`src/sv/ps2m_pkg.sv`:
```
// Shared types, codes and constants of the PS/2 mouse packet decoder.
package ps2m_pkg;

    // Default cursor coordinate width and the fixed width of reported positions
    localparam int COORD_BITS_DEF = 16;
    localparam int POS_BITS       = 16;

    // Request actions
    localparam logic ACT_BYTE    = 1'b0;
    localparam logic ACT_RESTART = 1'b1;

    // Event kinds
    localparam logic [1:0] EVT_MOVE = 2'd0;
    localparam logic [1:0] EVT_DOWN = 2'd1;
    localparam logic [1:0] EVT_UP   = 2'd2;

    // Button numbers
    localparam logic [1:0] BTN_LEFT   = 2'd0;
    localparam logic [1:0] BTN_RIGHT  = 2'd1;
    localparam logic [1:0] BTN_MIDDLE = 2'd2;

    // Register map (index = paddr[3:2])
    localparam int         ADDR_BITS  = 4;
    localparam logic [1:0] REG_ENABLE = 2'd0;
    localparam logic [1:0] REG_WIDTH  = 2'd1;
    localparam logic [1:0] REG_HEIGHT = 2'd2;

    localparam logic [15:0] WIDTH_RESET  = 16'd640;
    localparam logic [15:0] HEIGHT_RESET = 16'd480;

    // Packet queue between decoder and event sequencer
    localparam int QUEUE_DEPTH = 2;
    localparam int QPTR_BITS   = $clog2(QUEUE_DEPTH);
    localparam int QCNT_BITS   = $clog2(QUEUE_DEPTH + 1);

    typedef struct packed {
        logic        enable;
        logic [15:0] width;
        logic [15:0] height;
    } cfg_t;

    // One decoded packet: resulting state plus the events still to emit
    typedef struct packed {
        logic [15:0]        pos_x;
        logic [15:0]        pos_y;
        logic signed [7:0]  delta_x;
        logic signed [8:0]  delta_y;
        logic [2:0]         mask;
        logic [2:0]         changed;
        logic               moved;
    } packet_t;

endpackage

```
`src/sv/ps2m_if.sv`:
```
// Valid/ready channel interfaces for mouse requests and cursor events.
interface ps2m_in_if;
    logic       valid;
    logic       ready;
    logic       action;
    logic [7:0] data_byte;

    modport source (output valid, action, data_byte, input ready);
    modport sink   (input valid, action, data_byte, output ready);
endinterface

interface ps2m_out_if;
    logic              valid;
    logic              ready;
    logic [1:0]        event_kind;
    logic [15:0]       pos_x;
    logic [15:0]       pos_y;
    logic signed [7:0] delta_x;
    logic signed [8:0] delta_y;
    logic [1:0]        which_button;
    logic [2:0]        button_mask;
    logic              last;

    modport source (output valid, event_kind, pos_x, pos_y, delta_x, delta_y,
                    which_button, button_mask, last, input ready);
    modport sink   (input valid, event_kind, pos_x, pos_y, delta_x, delta_y,
                    which_button, button_mask, last, output ready);
endinterface

```
`src/sv/ps2_mouse_packet_to_cursor_events.sv`:
```
// PS/2 mouse packet decoder producing cursor move and button events.
// A packet's third byte passes the packet queue, then the sequencer's packet and output registers.
// Throughput: one request per cycle while the two-entry packet queue has room; the event
// sequencer sends events at one per cycle while events.ready holds, up to four per packet.
// Reset clears packet position, cursor, buttons, queue and output; enable 0, 640 x 480.
module ps2_mouse_packet_to_cursor_events #(
    parameter int COORD_BITS = ps2m_pkg::COORD_BITS_DEF
) (
    input  logic                          clk,
    input  logic                          rst_n,
    ps2m_in_if.sink                       mouse,
    ps2m_out_if.source                    events,
    input  logic                          psel,
    input  logic                          penable,
    input  logic                          pwrite,
    input  logic [ps2m_pkg::ADDR_BITS-1:0] paddr,
    input  logic [31:0]                   pwdata,
    output logic [31:0]                   prdata,
    output logic                          pready
);
    import ps2m_pkg::*;

    logic        enable_reg;
    logic [15:0] width_reg;
    logic [15:0] height_reg;
    logic        cfg_wr;
    logic [1:0]  reg_idx;
    cfg_t        cfg;

    logic        push;
    packet_t     push_data;
    logic        queue_full;
    logic        pop;
    logic        queue_valid;
    packet_t     queue_data;

    assign pready  = 1'b1;
    assign cfg_wr  = psel && penable && pwrite && pready;
    assign reg_idx = paddr[3:2];

    // Write configuration registers
    always_ff @(posedge clk or negedge rst_n)
    begin
        if (!rst_n)
        begin
            enable_reg <= 1'b0;
            width_reg  <= WIDTH_RESET;
            height_reg <= HEIGHT_RESET;
        end
        else if (cfg_wr)
        begin
            unique case (reg_idx)
                REG_ENABLE: enable_reg <= pwdata[0];
                REG_WIDTH:  width_reg  <= pwdata[15:0];
                REG_HEIGHT: height_reg <= pwdata[15:0];
                default:    enable_reg <= enable_reg;
            endcase
        end
    end

    // Read back configuration registers
    always_comb
    begin
        unique case (reg_idx)
            REG_ENABLE: prdata = {31'd0, enable_reg};
            REG_WIDTH:  prdata = {16'd0, width_reg};
            REG_HEIGHT: prdata = {16'd0, height_reg};
            default:    prdata = '0;
        endcase
    end

    always_comb
    begin
        cfg.enable = enable_reg;
        cfg.width  = width_reg;
        cfg.height = height_reg;
    end

    ps2m_front #(
        .COORD_BITS (COORD_BITS)
    ) u_front (
        .clk        (clk),
        .rst_n      (rst_n),
        .cfg        (cfg),
        .mouse      (mouse),
        .queue_full (queue_full),
        .push       (push),
        .push_data  (push_data)
    );

    ps2m_fifo u_fifo (
        .clk       (clk),
        .rst_n     (rst_n),
        .push      (push),
        .push_data (push_data),
        .full      (queue_full),
        .pop       (pop),
        .pop_valid (queue_valid),
        .pop_data  (queue_data)
    );

    ps2m_back u_back (
        .clk         (clk),
        .rst_n       (rst_n),
        .queue_valid (queue_valid),
        .queue_data  (queue_data),
        .pop         (pop),
        .events      (events)
    );

endmodule

```
`src/sv/ps2m_fifo.sv`:
```
// Short packet queue between the byte decoder and the event sequencer.
module ps2m_fifo (
    input  logic              clk,
    input  logic              rst_n,
    input  logic              push,
    input  ps2m_pkg::packet_t push_data,
    output logic              full,
    input  logic              pop,
    output logic              pop_valid,
    output ps2m_pkg::packet_t pop_data
);
    import ps2m_pkg::*;

    packet_t              mem_reg [QUEUE_DEPTH];
    logic [QPTR_BITS-1:0] wr_ptr_reg, wr_ptr_next;
    logic [QPTR_BITS-1:0] rd_ptr_reg, rd_ptr_next;
    logic [QCNT_BITS-1:0] cnt_reg, cnt_next;

    assign full      = (cnt_reg == QCNT_BITS'(QUEUE_DEPTH));
    assign pop_valid = (cnt_reg != '0);
    assign pop_data  = mem_reg[rd_ptr_reg];

    // Advance pointers with wrap and track the fill level
    always_comb
    begin
        wr_ptr_next = wr_ptr_reg;
        rd_ptr_next = rd_ptr_reg;
        cnt_next    = cnt_reg;
        if (push)
        begin
            wr_ptr_next = (wr_ptr_reg == QPTR_BITS'(QUEUE_DEPTH - 1)) ? '0 : wr_ptr_reg + 1'b1;
        end
        if (pop)
        begin
            rd_ptr_next = (rd_ptr_reg == QPTR_BITS'(QUEUE_DEPTH - 1)) ? '0 : rd_ptr_reg + 1'b1;
        end
        if (push && !pop)
        begin
            cnt_next = cnt_reg + 1'b1;
        end
        else if (pop && !push)
        begin
            cnt_next = cnt_reg - 1'b1;
        end
    end

    always_ff @(posedge clk or negedge rst_n)
    begin
        if (!rst_n)
        begin
            wr_ptr_reg <= '0;
            rd_ptr_reg <= '0;
            cnt_reg    <= '0;
        end
        else
        begin
            wr_ptr_reg <= wr_ptr_next;
            rd_ptr_reg <= rd_ptr_next;
            cnt_reg    <= cnt_next;
        end
    end

    // Store the incoming packet
    always_ff @(posedge clk)
    begin
        if (push)
        begin
            mem_reg[wr_ptr_reg] <= push_data;
        end
    end

endmodule

```
`src/sv/ps2m_front.sv`:
```
// Byte decoder: assembles packets, updates cursor and buttons, queues packets.
module ps2m_front #(
    parameter int COORD_BITS = ps2m_pkg::COORD_BITS_DEF
) (
    input  logic              clk,
    input  logic              rst_n,
    input  ps2m_pkg::cfg_t    cfg,
    ps2m_in_if.sink           mouse,
    input  logic              queue_full,
    output logic              push,
    output ps2m_pkg::packet_t push_data
);
    import ps2m_pkg::*;

    // Working width for signed coordinate arithmetic
    localparam int SW = ((COORD_BITS > POS_BITS) ? COORD_BITS : POS_BITS) + 2;
    localparam logic [SW-1:0] CMAX = {{(SW - COORD_BITS){1'b0}}, {COORD_BITS{1'b1}}};

    // Packet position codes
    localparam logic [1:0] POS_HEAD = 2'd0;
    localparam logic [1:0] POS_DX   = 2'd1;
    localparam logic [1:0] POS_DY   = 2'd2;

    logic [1:0]            bpos_reg, bpos_next;
    logic [7:0]            head_reg;
    logic [7:0]            dx_reg;
    logic [COORD_BITS-1:0] cur_x_reg, cur_x_next;
    logic [COORD_BITS-1:0] cur_y_reg, cur_y_next;
    logic [2:0]            btn_reg, btn_next;

    logic                  take;
    logic                  data_take;
    logic                  complete;
    logic                  head_ok;
    logic                  zero_screen;
    logic                  moved;
    logic [2:0]            changed;
    logic signed [SW-1:0]  sum_x;
    logic signed [SW-1:0]  sum_y;
    logic [COORD_BITS-1:0] new_x;
    logic [COORD_BITS-1:0] new_y;
    logic [SW-1:0]         half_x;
    logic [SW-1:0]         half_y;
    logic [COORD_BITS-1:0] mid_x;
    logic [COORD_BITS-1:0] mid_y;
    logic [SW-1:0]         new_x_ext;
    logic [SW-1:0]         new_y_ext;

    // Limit a coordinate to [0, size-1] and to the coordinate range
    function automatic logic [COORD_BITS-1:0] clamp(input logic signed [SW-1:0] v,
                                                    input logic [15:0] size);
        logic signed [SW-1:0] hi;
        logic [COORD_BITS-1:0] r;
        hi = $signed({{(SW - 16){1'b0}}, size}) - $signed(SW'(1));
        if (hi > $signed(CMAX))
        begin
            hi = $signed(CMAX);
        end
        if (v < $signed(SW'(0)))
        begin
            r = '0;
        end
        else if (v > hi)
        begin
            r = hi[COORD_BITS-1:0];
        end
        else
        begin
            r = v[COORD_BITS-1:0];
        end
        return r;
    endfunction

    assign mouse.ready = !queue_full;
    assign take        = mouse.valid && mouse.ready;
    assign data_take   = take && (mouse.action == ACT_BYTE) && cfg.enable;
    assign complete    = data_take && (bpos_reg == POS_DY);
    assign head_ok     = (head_reg[7:6] == 2'b00);
    assign zero_screen = (cfg.width == '0) || (cfg.height == '0);

    // Move by (dx, -dy) and clamp to the screen
    assign sum_x = $signed({{(SW - COORD_BITS){1'b0}}, cur_x_reg})
                 + $signed({{(SW - 8){dx_reg[7]}}, dx_reg});
    assign sum_y = $signed({{(SW - COORD_BITS){1'b0}}, cur_y_reg})
                 - $signed({{(SW - 8){mouse.data_byte[7]}}, mouse.data_byte});
    assign new_x = zero_screen ? '0 : clamp(sum_x, cfg.width);
    assign new_y = zero_screen ? '0 : clamp(sum_y, cfg.height);

    // Centre position for restart, saturated to the coordinate range
    assign half_x = {{(SW - 15){1'b0}}, cfg.width[15:1]};
    assign half_y = {{(SW - 15){1'b0}}, cfg.height[15:1]};
    assign mid_x  = (half_x > CMAX) ? CMAX[COORD_BITS-1:0] : half_x[COORD_BITS-1:0];
    assign mid_y  = (half_y > CMAX) ? CMAX[COORD_BITS-1:0] : half_y[COORD_BITS-1:0];

    // Classify the packet and build the queue record
    assign changed   = btn_reg ^ head_reg[2:0];
    assign moved     = (dx_reg != '0) || (mouse.data_byte != '0);
    assign push      = complete && head_ok && (moved || (changed != '0));
    assign new_x_ext = {{(SW - COORD_BITS){1'b0}}, new_x};
    assign new_y_ext = {{(SW - COORD_BITS){1'b0}}, new_y};

    always_comb
    begin
        push_data.pos_x   = new_x_ext[POS_BITS-1:0];
        push_data.pos_y   = new_y_ext[POS_BITS-1:0];
        push_data.delta_x = $signed(dx_reg);
        push_data.delta_y = $signed(9'd0) - $signed({mouse.data_byte[7], mouse.data_byte});
        push_data.mask    = head_reg[2:0];
        push_data.changed = changed;
        push_data.moved   = moved;
    end

    // Next state for packet position, cursor and buttons
    always_comb
    begin
        bpos_next  = bpos_reg;
        cur_x_next = cur_x_reg;
        cur_y_next = cur_y_reg;
        btn_next   = btn_reg;
        if (take && (mouse.action == ACT_RESTART))
        begin
            bpos_next  = POS_HEAD;
            cur_x_next = mid_x;
            cur_y_next = mid_y;
            btn_next   = '0;
        end
        else if (data_take)
        begin
            unique case (bpos_reg)
                POS_HEAD:
                begin
                    if (mouse.data_byte[3])
                    begin
                        bpos_next = POS_DX;
                    end
                end
                POS_DX:
                begin
                    bpos_next = POS_DY;
                end
                POS_DY:
                begin
                    bpos_next = POS_HEAD;
                    if (head_ok)
                    begin
                        cur_x_next = new_x;
                        cur_y_next = new_y;
                        btn_next   = head_reg[2:0];
                    end
                end
                default:
                begin
                    bpos_next = POS_HEAD;
                end
            endcase
        end
    end

    always_ff @(posedge clk or negedge rst_n)
    begin
        if (!rst_n)
        begin
            bpos_reg  <= POS_HEAD;
            cur_x_reg <= '0;
            cur_y_reg <= '0;
            btn_reg   <= '0;
        end
        else
        begin
            bpos_reg  <= bpos_next;
            cur_x_reg <= cur_x_next;
            cur_y_reg <= cur_y_next;
            btn_reg   <= btn_next;
        end
    end

    // Hold the first two bytes of the packet
    always_ff @(posedge clk)
    begin
        if (data_take && (bpos_reg == POS_HEAD) && mouse.data_byte[3])
        begin
            head_reg <= mouse.data_byte;
        end
        if (data_take && (bpos_reg == POS_DX))
        begin
            dx_reg <= mouse.data_byte;
        end
    end

endmodule

```
`src/sv/ps2m_back.sv`:
```
// Event sequencer: expands each queued packet into move and button events.
module ps2m_back (
    input  logic              clk,
    input  logic              rst_n,
    input  logic              queue_valid,
    input  ps2m_pkg::packet_t queue_data,
    output logic              pop,
    ps2m_out_if.source        events
);
    import ps2m_pkg::*;

    // Pending events: bit 0 move, bits 1..3 left, right, middle change
    logic [3:0]        pend_reg, pend_next;
    logic [3:0]        lowest;
    logic [3:0]        pend_rest;
    packet_t           pkt_reg;
    logic              ov_reg, ov_next;
    logic              emit;

    logic [1:0]        kind_reg, kind_next;
    logic [15:0]       posx_reg;
    logic [15:0]       posy_reg;
    logic signed [7:0] dx_reg, dx_next;
    logic signed [8:0] dy_reg, dy_next;
    logic [1:0]        which_reg, which_next;
    logic [2:0]        mask_reg;
    logic              last_reg;

    assign lowest    = pend_reg & (~pend_reg + 4'd1);
    assign pend_rest = pend_reg & ~lowest;
    assign emit      = (pend_reg != '0) && (!ov_reg || events.ready);
    assign pop       = queue_valid && ((pend_reg == '0) || (emit && (pend_rest == '0)));

    // Pick the next event of the current packet
    always_comb
    begin
        kind_next  = EVT_MOVE;
        dx_next    = '0;
        dy_next    = '0;
        which_next = BTN_LEFT;
        case (lowest)
            4'b0001:
            begin
                dx_next = pkt_reg.delta_x;
                dy_next = pkt_reg.delta_y;
            end
            4'b0010:
            begin
                kind_next  = pkt_reg.mask[0] ? EVT_DOWN : EVT_UP;
                which_next = BTN_LEFT;
            end
            4'b0100:
            begin
                kind_next  = pkt_reg.mask[1] ? EVT_DOWN : EVT_UP;
                which_next = BTN_RIGHT;
            end
            4'b1000:
            begin
                kind_next  = pkt_reg.mask[2] ? EVT_DOWN : EVT_UP;
                which_next = BTN_MIDDLE;
            end
            default:
            begin
                kind_next = EVT_MOVE;
            end
        endcase
    end

    // Load a new packet or retire the emitted event; track the output slot
    always_comb
    begin
        pend_next = pend_reg;
        if (pop)
        begin
            pend_next = {queue_data.changed, queue_data.moved};
        end
        else if (emit)
        begin
            pend_next = pend_rest;
        end

        ov_next = ov_reg;
        if (emit)
        begin
            ov_next = 1'b1;
        end
        else if (events.ready)
        begin
            ov_next = 1'b0;
        end
    end

    always_ff @(posedge clk or negedge rst_n)
    begin
        if (!rst_n)
        begin
            pend_reg <= '0;
            ov_reg   <= 1'b0;
        end
        else
        begin
            pend_reg <= pend_next;
            ov_reg   <= ov_next;
        end
    end

    // Capture packet and output event payload
    always_ff @(posedge clk)
    begin
        if (pop)
        begin
            pkt_reg <= queue_data;
        end
        if (emit)
        begin
            kind_reg  <= kind_next;
            posx_reg  <= pkt_reg.pos_x;
            posy_reg  <= pkt_reg.pos_y;
            dx_reg    <= dx_next;
            dy_reg    <= dy_next;
            which_reg <= which_next;
            mask_reg  <= pkt_reg.mask;
            last_reg  <= (pend_rest == '0);
        end
    end

    assign events.valid        = ov_reg;
    assign events.event_kind   = kind_reg;
    assign events.pos_x        = posx_reg;
    assign events.pos_y        = posy_reg;
    assign events.delta_x      = dx_reg;
    assign events.delta_y      = dy_reg;
    assign events.which_button = which_reg;
    assign events.button_mask  = mask_reg;
    assign events.last         = last_reg;

endmodule
```
`src/flat_wrapper.sv`:
```
// flat-port wrapper written by rule: the top's interface ports become plain ports
module ps2_mouse_packet_to_cursor_events_flat import ps2m_pkg::*;
#(
    parameter int COORD_BITS = ps2m_pkg::COORD_BITS_DEF
)
  (clk, rst_n, psel, penable, pwrite, paddr, pwdata, prdata, pready, mouse_valid, mouse_action, mouse_data_byte, mouse_ready, events_valid, events_event_kind, events_pos_x, events_pos_y, events_delta_x, events_delta_y, events_which_button, events_button_mask, events_last, events_ready);
  ps2m_in_if mouse_i ();
  ps2m_out_if events_i ();
  input  logic clk;
  input  logic rst_n;
  input  logic psel;
  input  logic penable;
  input  logic pwrite;
  input  logic [ps2m_pkg::ADDR_BITS-1:0] paddr;
  input  logic [31:0] pwdata;
  output logic [31:0] prdata;
  output logic pready;
  input wire logic [$bits(mouse_i.valid)-1:0] mouse_valid;
  input wire logic [$bits(mouse_i.action)-1:0] mouse_action;
  input wire logic [$bits(mouse_i.data_byte)-1:0] mouse_data_byte;
  output wire logic [$bits(mouse_i.ready)-1:0] mouse_ready;
  output wire logic [$bits(events_i.valid)-1:0] events_valid;
  output wire logic [$bits(events_i.event_kind)-1:0] events_event_kind;
  output wire logic [$bits(events_i.pos_x)-1:0] events_pos_x;
  output wire logic [$bits(events_i.pos_y)-1:0] events_pos_y;
  output wire logic [$bits(events_i.delta_x)-1:0] events_delta_x;
  output wire logic [$bits(events_i.delta_y)-1:0] events_delta_y;
  output wire logic [$bits(events_i.which_button)-1:0] events_which_button;
  output wire logic [$bits(events_i.button_mask)-1:0] events_button_mask;
  output wire logic [$bits(events_i.last)-1:0] events_last;
  input wire logic [$bits(events_i.ready)-1:0] events_ready;
  assign mouse_i.valid = mouse_valid;
  assign mouse_i.action = mouse_action;
  assign mouse_i.data_byte = mouse_data_byte;
  assign mouse_ready = mouse_i.ready;
  assign events_valid = events_i.valid;
  assign events_event_kind = events_i.event_kind;
  assign events_pos_x = events_i.pos_x;
  assign events_pos_y = events_i.pos_y;
  assign events_delta_x = events_i.delta_x;
  assign events_delta_y = events_i.delta_y;
  assign events_which_button = events_i.which_button;
  assign events_button_mask = events_i.button_mask;
  assign events_last = events_i.last;
  assign events_i.ready = events_ready;
  ps2_mouse_packet_to_cursor_events #(.COORD_BITS(COORD_BITS)) u_core (.clk(clk), .rst_n(rst_n), .mouse(mouse_i), .events(events_i), .psel(psel), .penable(penable), .pwrite(pwrite), .paddr(paddr), .pwdata(pwdata), .prdata(prdata), .pready(pready));
endmodule
```
`config.mk`:
```
export PLATFORM = sky130hd
export DESIGN_NAME = ps2_mouse_packet_to_cursor_events_flat
export DESIGN_NICKNAME = d
export VERILOG_FILES = /design/src/sv/ps2m_pkg.sv /design/src/sv/ps2m_if.sv /design/src/sv/ps2_mouse_packet_to_cursor_events.sv /design/src/sv/ps2m_fifo.sv /design/src/sv/ps2m_front.sv /design/src/sv/ps2m_back.sv /design/src/flat_wrapper.sv
export SDC_FILE = /design/constraint.sdc
export NUM_CORES = 1
export LEC_CHECK = 0
export ABC_AREA = 1
export BUFFER_PORTS_ARGS = -buffer_cell sky130_fd_sc_hd__buf_2
export CORE_ASPECT_RATIO = 0.6
export CORE_MARGIN = 2
export CORE_UTILIZATION = 40
export DETAILED_ROUTE_END_ITERATION = 16
export GPL_TIMING_DRIVEN = 1
export SKIP_CTS_REPAIR_TIMING = 1
export SLEW_MARGIN = 20
export SYNTH_ARGS = -nofsm -noshare
export SYNTH_HDL_FRONTEND = slang
export SYNTH_SLANG_ARGS = --single-unit
```
`constraint.sdc`:
```
create_clock -name clk -period 3.9 [get_ports clk]
set_input_delay 0.78 -clock clk [delete_from_list [all_inputs] [get_ports clk]]
set_output_delay 0.78 -clock clk [all_outputs]
set_load 0.02 [all_outputs]
```
==> results.md <==
- Worst Path Required: approximately 4.3 ns
- Max-Slew Margin vs Limit: approximately 49%
- Ys Warns: 0
- Worst Setup Start Kind: register
- Worst Path Arrival: 4.18 ns
- Worst-margin pin slew: 0.759 ns
- Cells after synthesis: between 1,500 and 2,000
- Vias in the first global route: 11,335
- # fillers: 3,629
- Clock Latency Late Sink: 0.60 ns
- Drt first pass iters: 5
- Die width: 262 um
- Slew Viols, Final: 0
- Final number of hold-violating endpoints: 0
- Cell area after synthesis: about 0.016 sq mm
- CTS tree: yes
- Ant diodes: 0
- Static Leak: slightly above 9 nW
- Max FFs per register: 112
- Row count: 56
- Run status: completed
- Gr usage total: 20.9%
- Sequential element share of the synthesized area: 56.5%
- Worst Path Max Fanout: 8
- Number of buffers added on ports: 108
- Number of max-cap violations: 0
- Largest vdd supply drop: 0.446 mV
- Kind of critical path: register to register
- Starting DRT DRC Count: 1,221
- Syn Area/Cell: roughly 9.5 sq um
- Routed WL: 44.0 mm
- Post-synthesis cell type count: 44
- H-Tree Level Count: 1
- Pwr dens: 844 mW/mm^2
- Fin Setup TNS: 0 ns
- First-pass GRT wire length: 65.9 mm
- Root Buffer: clkbuf_16
- Final ANT Viol Nets: 0
- # nets final: between 2,000 and 2,500
- R2r startpoint: u_core.u_front.dx_reg[7]$_DFFE_PP_
- Pre-CTS setup slack: -0.619 ns
- CTS buffer count: 31
- Via count: 12,599
- Core area: slightly below 0.04 sq mm
- Worst setup EP type: register
- Number of cells after detailed placement: 2,429
- Die ar.: about 0.042 sq mm
- Fin cells: 2,493
- Most frequent cells in the layout: nand2_1, edfxtp_1, inv_1, buf_4, buf_2
- Min Tclk post-route: 3.76 ns
- Most common cell after layout, fill and taps aside: nand2_1
- Peak Freq: 0.266 GHz
- Hold_ws: 0.195 ns
- I/O pins: between 100 and 150
- CTS max path bufs: 3
- DP Wirelength: 33.3 mm
- Post-route setup slack: 0.141 ns
- WL/cell: roughly 18 um
- Final period util: 96.4%
- # setup viols final: 0
- CTS clock-pin slew for the worst setup and hold paths: 0.06 ns
- Initial antenna violation count: 3
- Share of cells above drive strength 1: 22.4%
- Clk_skew: 0.0309 ns
- GPL Wtd Cong: 0.915
- Hold crit path type: input port to async pin
- Clock sink total: 313
- Initial Util: 40.7%
- Worst Setup SP: u_core.u_front.dx_reg[7]$_DFFE_PP_
- Synthesis-stage register bit count: around 310
- Die Y: around 160 um
- Gr ovfl total: 0
- Pin count of the biggest net entering global routing: 74
- Drt via density: 5.05
- Area growth syn-to-layout: 23.7%
- Drc violations: 0
report_power, final:
part           switching [W]  internal [W]  total, W
clock                0.00129       0.00157   0.00286
combinational        0.00514       0.00321   0.00836
sequential          0.000487       0.00496   0.00545
total                0.00692       0.00974    0.0167
cell usage after synthesis (all sizes together):
master / count / area share [%]
clkinv: 1 / 0.024
dfrtp: 73 / 11
fa: 2 / 0.25
nand3b: 1 / 0.047
nor4: 4 / 0.25
edfxtp: 234 / 44
clkbuf: 28 / 0.66
a21o: 2 / 0.094
and3: 19 / 0.75
or2: 1 / 0.039
inv: 190 / 4.5
a21oi: 43 / 1.3
a22oi: 30 / 1.4
a31oi: 1 / 0.039
ha: 75 / 5.9
nor3: 11 / 0.35
o221ai: 2 / 0.11
o22ai: 17 / 0.67
a22o: 3 / 0.16
o21a: 1 / 0.047
o211ai: 3 / 0.14
nand2: 523 / 12
o311ai: 2 / 0.11
xnor2: 9 / 0.49
dfstp: 6 / 0.99
nand3: 61 / 2.0
o21bai: 7 / 0.33
nand4: 74 / 3.0
nor2: 109 / 2.7
o21ai: 49 / 1.6
and2: 2 / 0.078
buf: 35 / 1.3
xor2: 52 / 2.9
conb: 2 / 0.047
worst paths after layout:
kind,to,slack (ns),depth (start not counted)
setup / recovery,u_core.u_fifo.mem_reg[1][51]$_DFFE_PP_,0.14,20
setup reg to reg,u_core.u_fifo.mem_reg[1][51]$_DFFE_PP_,0.14,20
hold / removal,u_core.u_front.cur_y_reg[15]$_DFFE_PN0P_,0.20,1
hold reg to reg,u_core.u_back.events.pos_x[13]$_DFFE_PP_,0.42,0
max in group asynchronous,u_core.u_front.cur_x_reg[12]$_DFFE_PN0P_,3.11,2
min in group clk,u_core.u_back.events.pos_x[13]$_DFFE_PP_,0.42,0
stage by stage:
stage	util [%]	total power (W)	area (sq um)
2_1_floorplan	-	0.00995	16000
3_3_place_gp	46.7	0.0130	18300
3_5_place_dp	46.7	0.0132	18300
4_1_cts	49.1	0.0161	19200
5_1_grt	50.4	0.0179	19700
6_report	50.4	0.0167	19700
kinds of logic (layout without fill, tap and decap cells):
family / Yosys count / count (layout) / synth area share [%]
and+or+nand+nor: 805 / 805 / 21.5
DFF: 313 / 313 / 56.5
buffers and inverters: 254 / 538 / 6.49
AOI/OAI and AO/OA: 160 / 160 / 6.02
adders and majority gates: 77 / 77 / 6.13
xor gates and xnor gates: 61 / 61 / 3.35
other: 2 / 17 / 0.0471
per-layer routing:
layer  global-route usage (%)  routed length, um  vias to the layer above  share of wire (%)
met2                     26.9              16400                      449                 37
li1                         -                  -                     6154                  -
met1                     35.4              23300                     5948                 53
met5                    0.845                 43                        -              0.098
met3                     3.68               3620                       46                8.2
met4                     3.49                627                        2                1.4
area by class of cell:
cell class	instances	area [sq um]	area share, %
clock inverters	15	131	0.666
flip-flops and latches	313	9010	45.7
repair buffers	293	2010	10.2
multi-input cells	1120	6380	32.3
inverters	191	719	3.65
clock buffers	39	823	4.17
well taps	522	653	3.31
critical path, stage by stage (launching register included):
cell      delay [ns]
edfxtp_1        0.41
buf_8           0.18
ha_1            0.33
nand2_1         0.17
inv_1           0.05
a21oi_1         0.19
nand3_2         0.15
nand4_1         0.10
nand2_1         0.08
xor2_1          0.16
ha_1            0.28
nand2_1         0.13
nor2_4          0.06
buf_4           0.13
a21oi_2         0.20
nand3_1         0.11
nand2_2         0.16
nand3_4         0.17
buf_4           0.18
nand2_1         0.08
and3_4          0.24
Power figures use the tool's default switching activity.
